### src/sv/spl_pkg.sv
// Package for the sliding peak soft limiter: types, codes, reset values.
// Used by spl_ctrl, spl_dp and sliding_peak_soft_limiter_unit.
`default_nettype none
package spl_pkg;

  localparam int MAX_WINDOW_DEF = 16384;

  localparam logic [30:0] THRESHOLD_RST  = 31'd28671;
  localparam logic [30:0] CEILING_RST    = 31'd32767;
  localparam logic [30:0] INPUT_PEAK_RST = 31'h7fffffff;
  localparam logic [14:0] WINDOW_LEN_RST = 15'd9600;

  typedef enum logic [1:0] {
    REG_THRESHOLD  = 2'd0,
    REG_CEILING    = 2'd1,
    REG_INPUT_PEAK = 2'd2,
    REG_WINDOW_LEN = 2'd3
  } reg_idx_t;

  typedef struct packed {
    logic [30:0] threshold;
    logic [30:0] ceiling;
    logic [30:0] input_peak;
    logic [14:0] window_len;
  } cfg_t;

  typedef enum logic [2:0] {
    MUL_CT_PT     = 3'd0,
    MUL_T_SPAN    = 3'd1,
    MUL_SPAN_PEAK = 3'd2,
    MUL_S_LO      = 3'd3,
    MUL_S_HI      = 3'd4
  } mul_sel_t;

  typedef struct packed {
    logic     load;
    logic     rd_head;
    logic     pop_back;
    logic     push;
    logic     pop_head;
    logic     take_peak;
    logic     enter_bypass;
    logic     leave_bypass;
    logic     mark_gain;
    mul_sel_t mul_sel;
    logic     num_load;
    logic     num_add;
    logic     den_load;
    logic     acc_lo;
    logic     acc_hi;
    logic     div_step;
    logic     out_load;
  } cmd_t;

  typedef struct packed {
    logic pass_now;
    logic count_zero;
    logic back_pop;
    logic head_old;
    logic peak_low;
    logic gain_ok;
    logic div_last;
    logic out_free;
  } st_t;

endpackage
`default_nettype wire

### src/sv/spl_ctrl.sv
// Controller state machine of the limiter: sequences queue upkeep, multiplies
// and the division. Depends on spl_pkg; drives spl_dp through cmd_t.
`default_nettype none
module spl_ctrl (
  input  wire logic         clk,
  input  wire logic         rst,
  input  wire logic         in_valid,
  output logic              in_stall,
  input  wire spl_pkg::st_t st,
  output spl_pkg::cmd_t     cmd
);

  typedef enum logic [16:0] {
    S_IDLE      = 17'h00001,
    S_CHECK     = 17'h00002,
    S_BACK_RD   = 17'h00004,
    S_BACK_CMP  = 17'h00008,
    S_PUSH      = 17'h00010,
    S_FRONT_RD  = 17'h00020,
    S_FRONT_CMP = 17'h00040,
    S_PEAK      = 17'h00080,
    S_MUL_A     = 17'h00100,
    S_MUL_B     = 17'h00200,
    S_MUL_C     = 17'h00400,
    S_MUL_D     = 17'h00800,
    S_MUL_E     = 17'h01000,
    S_MUL_F     = 17'h02000,
    S_MUL_G     = 17'h04000,
    S_DIVIDE    = 17'h08000,
    S_DONE      = 17'h10000
  } state_t;

  state_t state, state_next;

  assign in_stall = (state != S_IDLE);

  always_ff @(posedge clk) begin
    if (rst) begin
      state <= S_IDLE;
    end else begin
      state <= state_next;
    end
  end

  always_comb begin
    state_next = state;
    cmd = '0;
    cmd.mul_sel = spl_pkg::MUL_CT_PT;
    unique case (state)
      S_IDLE: begin
        if (in_valid) begin
          cmd.load = 1'b1;
          state_next = S_CHECK;
        end
      end
      S_CHECK: begin
        state_next = st.pass_now ? S_DONE : S_BACK_RD;
      end
      S_BACK_RD: begin
        state_next = st.count_zero ? S_PUSH : S_BACK_CMP;
      end
      S_BACK_CMP: begin
        if (st.back_pop) begin
          cmd.pop_back = 1'b1;
          state_next = S_BACK_RD;
        end else begin
          state_next = S_PUSH;
        end
      end
      S_PUSH: begin
        cmd.push = 1'b1;
        state_next = S_FRONT_RD;
      end
      S_FRONT_RD: begin
        cmd.rd_head = 1'b1;
        state_next = st.count_zero ? S_DONE : S_FRONT_CMP;
      end
      S_FRONT_CMP: begin
        cmd.rd_head = 1'b1;
        if (st.head_old) begin
          cmd.pop_head = 1'b1;
          state_next = S_FRONT_RD;
        end else begin
          cmd.take_peak = 1'b1;
          state_next = S_PEAK;
        end
      end
      S_PEAK: begin
        if (st.peak_low) begin
          cmd.enter_bypass = 1'b1;
          state_next = S_DONE;
        end else begin
          cmd.leave_bypass = 1'b1;
          if (st.gain_ok) begin
            cmd.mark_gain = 1'b1;
            state_next = S_MUL_A;
          end else begin
            state_next = S_DONE;
          end
        end
      end
      S_MUL_A: begin
        cmd.mul_sel = spl_pkg::MUL_CT_PT;
        state_next = S_MUL_B;
      end
      S_MUL_B: begin
        cmd.mul_sel = spl_pkg::MUL_T_SPAN;
        cmd.num_load = 1'b1;
        state_next = S_MUL_C;
      end
      S_MUL_C: begin
        cmd.mul_sel = spl_pkg::MUL_SPAN_PEAK;
        cmd.num_add = 1'b1;
        state_next = S_MUL_D;
      end
      S_MUL_D: begin
        cmd.den_load = 1'b1;
        state_next = S_MUL_E;
      end
      S_MUL_E: begin
        cmd.mul_sel = spl_pkg::MUL_S_LO;
        state_next = S_MUL_F;
      end
      S_MUL_F: begin
        cmd.mul_sel = spl_pkg::MUL_S_HI;
        cmd.acc_lo = 1'b1;
        state_next = S_MUL_G;
      end
      S_MUL_G: begin
        cmd.acc_hi = 1'b1;
        state_next = S_DIVIDE;
      end
      S_DIVIDE: begin
        cmd.div_step = 1'b1;
        if (st.div_last) begin
          state_next = S_DONE;
        end
      end
      S_DONE: begin
        if (st.out_free) begin
          cmd.out_load = 1'b1;
          state_next = S_IDLE;
        end
      end
      default: begin
        state_next = S_IDLE;
      end
    endcase
  end

endmodule
`default_nettype wire

### config.mk
export PLATFORM = sky130hd
export DESIGN_NAME = spl_ctrl
export DESIGN_NICKNAME = d
export VERILOG_FILES = /design/src/sv/spl_pkg.sv /design/src/sv/spl_ctrl.sv
export SDC_FILE = /design/constraint.sdc
export NUM_CORES = 1
export LEC_CHECK = 0
export ABC_AREA = 0
export BUFFER_PORTS_ARGS = -buffer_cell sky130_fd_sc_hd__buf_2
export CORE_MARGIN = 4
export CORE_UTILIZATION = 40
export CTS_CLUSTER_DIAMETER = 60
export DETAILED_ROUTE_END_ITERATION = 7
export PLACE_DENSITY_LB_ADDON = 0.1
export SYNTH_ARGS = -nofsm -noshare
export SYNTH_HDL_FRONTEND = slang
export SYNTH_SLANG_ARGS = --single-unit
### constraint.sdc
create_clock -name clk -period 4.4 [get_ports clk]
set_input_delay 0.88 -clock clk [delete_from_list [all_inputs] [get_ports clk]]
set_output_delay 0.88 -clock clk [all_outputs]
set_load 0.05 [all_outputs]
==> flow_metrics.env <==
export IMPL_status="complete, no violations"
export IMPL_post_cts_buffers=0
export IMPL_drt_iter0_markers=40
export IMPL_cts_tree="yes"
export IMPL_crit_path_start_kind="register"
export IMPL_cts_max_path_buffers=2
export IMPL_synth_xor_area_share_pct=5.47
export IMPL_area_delta_synth_final_pct=16.6
export IMPL_multi_input_comb_area_um2=723
export IMPL_nets=185
export IMPL_power_frac_seq_pct=52.2
export IMPL_grt_antenna_before_repair=0
export IMPL_grt_max_degree=18
export IMPL_post_cts_resized=0
export IMPL_syn_inst=144
export IMPL_vdd_drop_max_v=0.000262
export IMPL_drc=0
export IMPL_ant_nets=0
export IMPL_die_w_um=60.9
export IMPL_synthSimpleGateAreaFrac_pct=49.2
export IMPL_cts_made_buffers=3
export IMPL_largest_register_ffs=17
export IMPL_critPathMaxFanout=9
export IMPL_power_density_mw_per_mm2=235
export IMPL_crit_type="register to primary output"
export IMPL_synthMuxAreaShare_pct=0.893
export IMPL_core_mm2=0.00257
export IMPL_drive_gt1_share_pct=24.9
export IMPL_worstHoldPathCells=2
export IMPL_place_gp_congestion=0.831
export IMPL_setup_viol=0
export IMPL_combinationalPowerShare_pct=20.0
export IMPL_grt_pass1_wl_um=4580
export IMPL_num_antenna_cells=0
export IMPL_initial_core_util_pct=43.7
export IMPL_switching_share_pct=31.0
export IMPL_end_kind="primary output"
export IMPL_required_ns=3.52
export IMPL_holdBufCountCts=0
export IMPL_r2r_slack_ns=2.30
export IMPL_post_route_period_util_pct=76.5
export IMPL_power_total_uw=308
export IMPL_path_clk_slew_ns=0.11
export IMPL_final_setup_skew_ns=0.00801
export IMPL_fmax_ghz=0.297
export IMPL_finalCriticalPeriod_ns=3.37
export IMPL_fin_util_pct=50.9
export IMPL_startpoint="state[5]"
export IMPL_fin_setup_tns_ns=0
export IMPL_clock_sinks=17
export IMPL_ff2ff_path_depth=5
export IMPL_synth_fp_nets=155
export IMPL_hold_viol_final=0
export IMPL_grt_setup_unrepaired="false"
export IMPL_synthDominantCellAreaShare_pct=30.4
export IMPL_power_switching_uw=95.3
export IMPL_synth_area_per_cell_um2=7.79
export IMPL_clkPwrFrac_pct=27.8
export IMPL_ys_seq_area_share_pct=30.4
export IMPL_synthAdderAreaFrac_pct=0
export IMPL_dieArea_mm2=0.00371
export IMPL_largest_register="state"
export IMPL_grtUsageTotal_pct=16.7
export IMPL_cts_root_buffer="clkbuf_4"
export IMPL_place_hpwl_um=2200
export IMPL_wl_per_cell_um=13.8
export IMPL_worstReg2RegEnd="state[16]"
export IMPL_via_count=1134
export IMPL_dieHeight_um=60.9
export IMPL_synth_top_family_by_area="simple AND/OR/NAND/NOR gates"
export IMPL_synth_compound_area_share_pct=8.93
export IMPL_max_slew_worst_pin_slew_ns=0.581
export IMPL_p_leak_uw=0.000598
export IMPL_synthTopCellsByArea="dfxtp_1 30%, nor2_1 7.7%, nor3_1 4.0%, nand2_1 3.3%, nor4b_1 3.1%"
export IMPL_ys_ff_latch=17
export IMPL_post_drt_via_cell_ratio=5.59
export IMPL_yosysUniqueCellTypes=43
export IMPL_reg_top3="state x17"
export IMPL_async_flop_share_pct=0
export IMPL_relSlewSlack_pct=61.0
export IMPL_pin_count=31
export IMPL_netlist_area_mm2=0.00112
export IMPL_rows=18
export IMPL_synth_top_area_cell="dfxtp_1"
export IMPL_timing_rr_start="state[8]"
export IMPL_internal_power_uw=212
export IMPL_synth_ff_type="dfxtp_1"
export IMPL_num_fill_cells=268
export IMPL_portBuffers=30
export IMPL_synth_edff_count=0
export IMPL_drtPass1Iterations=4
export IMPL_first_global_vias=1035
export IMPL_cp_arrival_ns=2.49
export IMPL_htree_levels=1
export IMPL_ff_latch_area_um2=340
export IMPL_cap_violations=0
export IMPL_drt_total_wl_um=2790
export IMPL_clk_latency_ns=0.29
export IMPL_critPathCapture="cmd[7]"
export IMPL_drv_slew=0
export IMPL_min_path_type="register to register"
export IMPL_ys_warn_count=0
export IMPL_overflow=0
[cell families (layout without fill, tap and decap cells)]
group	after synthesis	in the layout
AO/OA/AOI/OAI	14	14
buffers and inverters	13	42
XOR/XNOR	7	7
flip-flops	17	17
AND/OR/NAND/NOR	92	92
multiplexers	1	1
[Yosys cell counts (2+ instances only)]
cell type and number:
and3_1 5, a21oi_1 3, dfxtp_1 17, nor3_1 9
xnor2_1 3, nor2b_1 4, nor2_1 23, clkbuf_1 3
nand2_1 10, nand2b_1 4, nor4_2 2, nand3_1 6
inv_1 8, o21ai_0 2, or4_1 3, nand4b_1 2
nor4_1 5, xor2_1 4, nor4b_1 4, nand4_1 3
or3_1 2
[per-layer routing]
metal  vias up  GRT usage, %  wire length (um)
li1        575             -                 -
met2        29          27.0              1320
met4         0          4.64                23
met3         2          4.68               138
met5         -             0                 0
met1       528          21.8              1320
[metrics by stage]
step | hold WS (ns) | setup slack [ns] | std cells | area [um2]
4_1_cts | 0.547 | 1.03 | 203 | 1310
5_1_grt | 0.576 | 0.949 | 203 | 1310
2_1_floorplan | 0.495 | 0.918 | 144 | 1120
3_3_place_gp | 0.543 | 1.42 | 199 | 1280
3_5_place_dp | 0.529 | 1.37 | 199 | 1280
6_report | 0.552 | 1.03 | 203 | 1310
[how the worst min path moves through the flow]
stage	endpoint	startpoint	slack, ns
after global placement	state[3]	state[2]	0.54
after CTS	state[9]	state[8]	0.55
after detailed placement	state[9]	state[8]	0.53
after floorplan	state[9]	state[8]	0.49
final	state[9]	state[8]	0.55
after global routing	state[9]	state[8]	0.58
[area by class of cell]
cell class,instances,area share [%]
flip-flops and latches,17,26.0
clock buffers,4,2.01
inverters,8,2.30
repair buffers,30,11.5
well taps,30,2.87
multi-input cells,114,55.3
[worst max-delay path, cell delays in order (launching register included)]
cell	delay [ns]
dfxtp_1	0.43
nor4_4	0.33
nand2_2	0.13
or4_4	0.45
or4b_4	0.52
nand2_1	0.07
buf_2	0.26
[power by group through the flow]
| stage | sequential, uW | combinational (uW) | clock (uW) |
|---|---|---|---|
| finish | 160 | 61.6 | 85.5 |
| detailed placement | 164 | 61.1 | 0 |
| global route | 161 | 68.2 | 95.7 |
| floorplan | 163 | 44.3 | 0 |
| CTS | 160 | 61.5 | 89.0 |
| global placement | 164 | 60.1 | 0 |
[cells in the final DEF (no fill, tap or decap), drive strengths merged]
cell type / Yosys / routed
a211oi: 1 / 1
a21oi: 3 / 3
a41oi: 1 / 1
and2: 1 / 1
and3: 5 / 5
buf: 2 / 30
clkbuf: 3 / 4
dfxtp: 17 / 17
inv: 8 / 8
mux2i: 1 / 1
nand2: 11 / 11
nand2b: 4 / 4
nand3: 6 / 6
nand3b: 1 / 1
nand4: 3 / 3
nand4b: 2 / 2
nor2: 24 / 24
nor2b: 4 / 4
nor3: 10 / 10
nor4: 8 / 8
nor4b: 5 / 5
o211a: 1 / 1
o21a: 1 / 1
o21ai: 2 / 2
o21ba: 1 / 1
o21bai: 1 / 1
o221ai: 1 / 1
o22ai: 1 / 1
o41ai: 1 / 1
or3: 3 / 3
or4: 4 / 4
or4b: 1 / 1
xnor2: 3 / 3
xor2: 4 / 4
No activity file was read; power rests on OpenSTA's default activity.
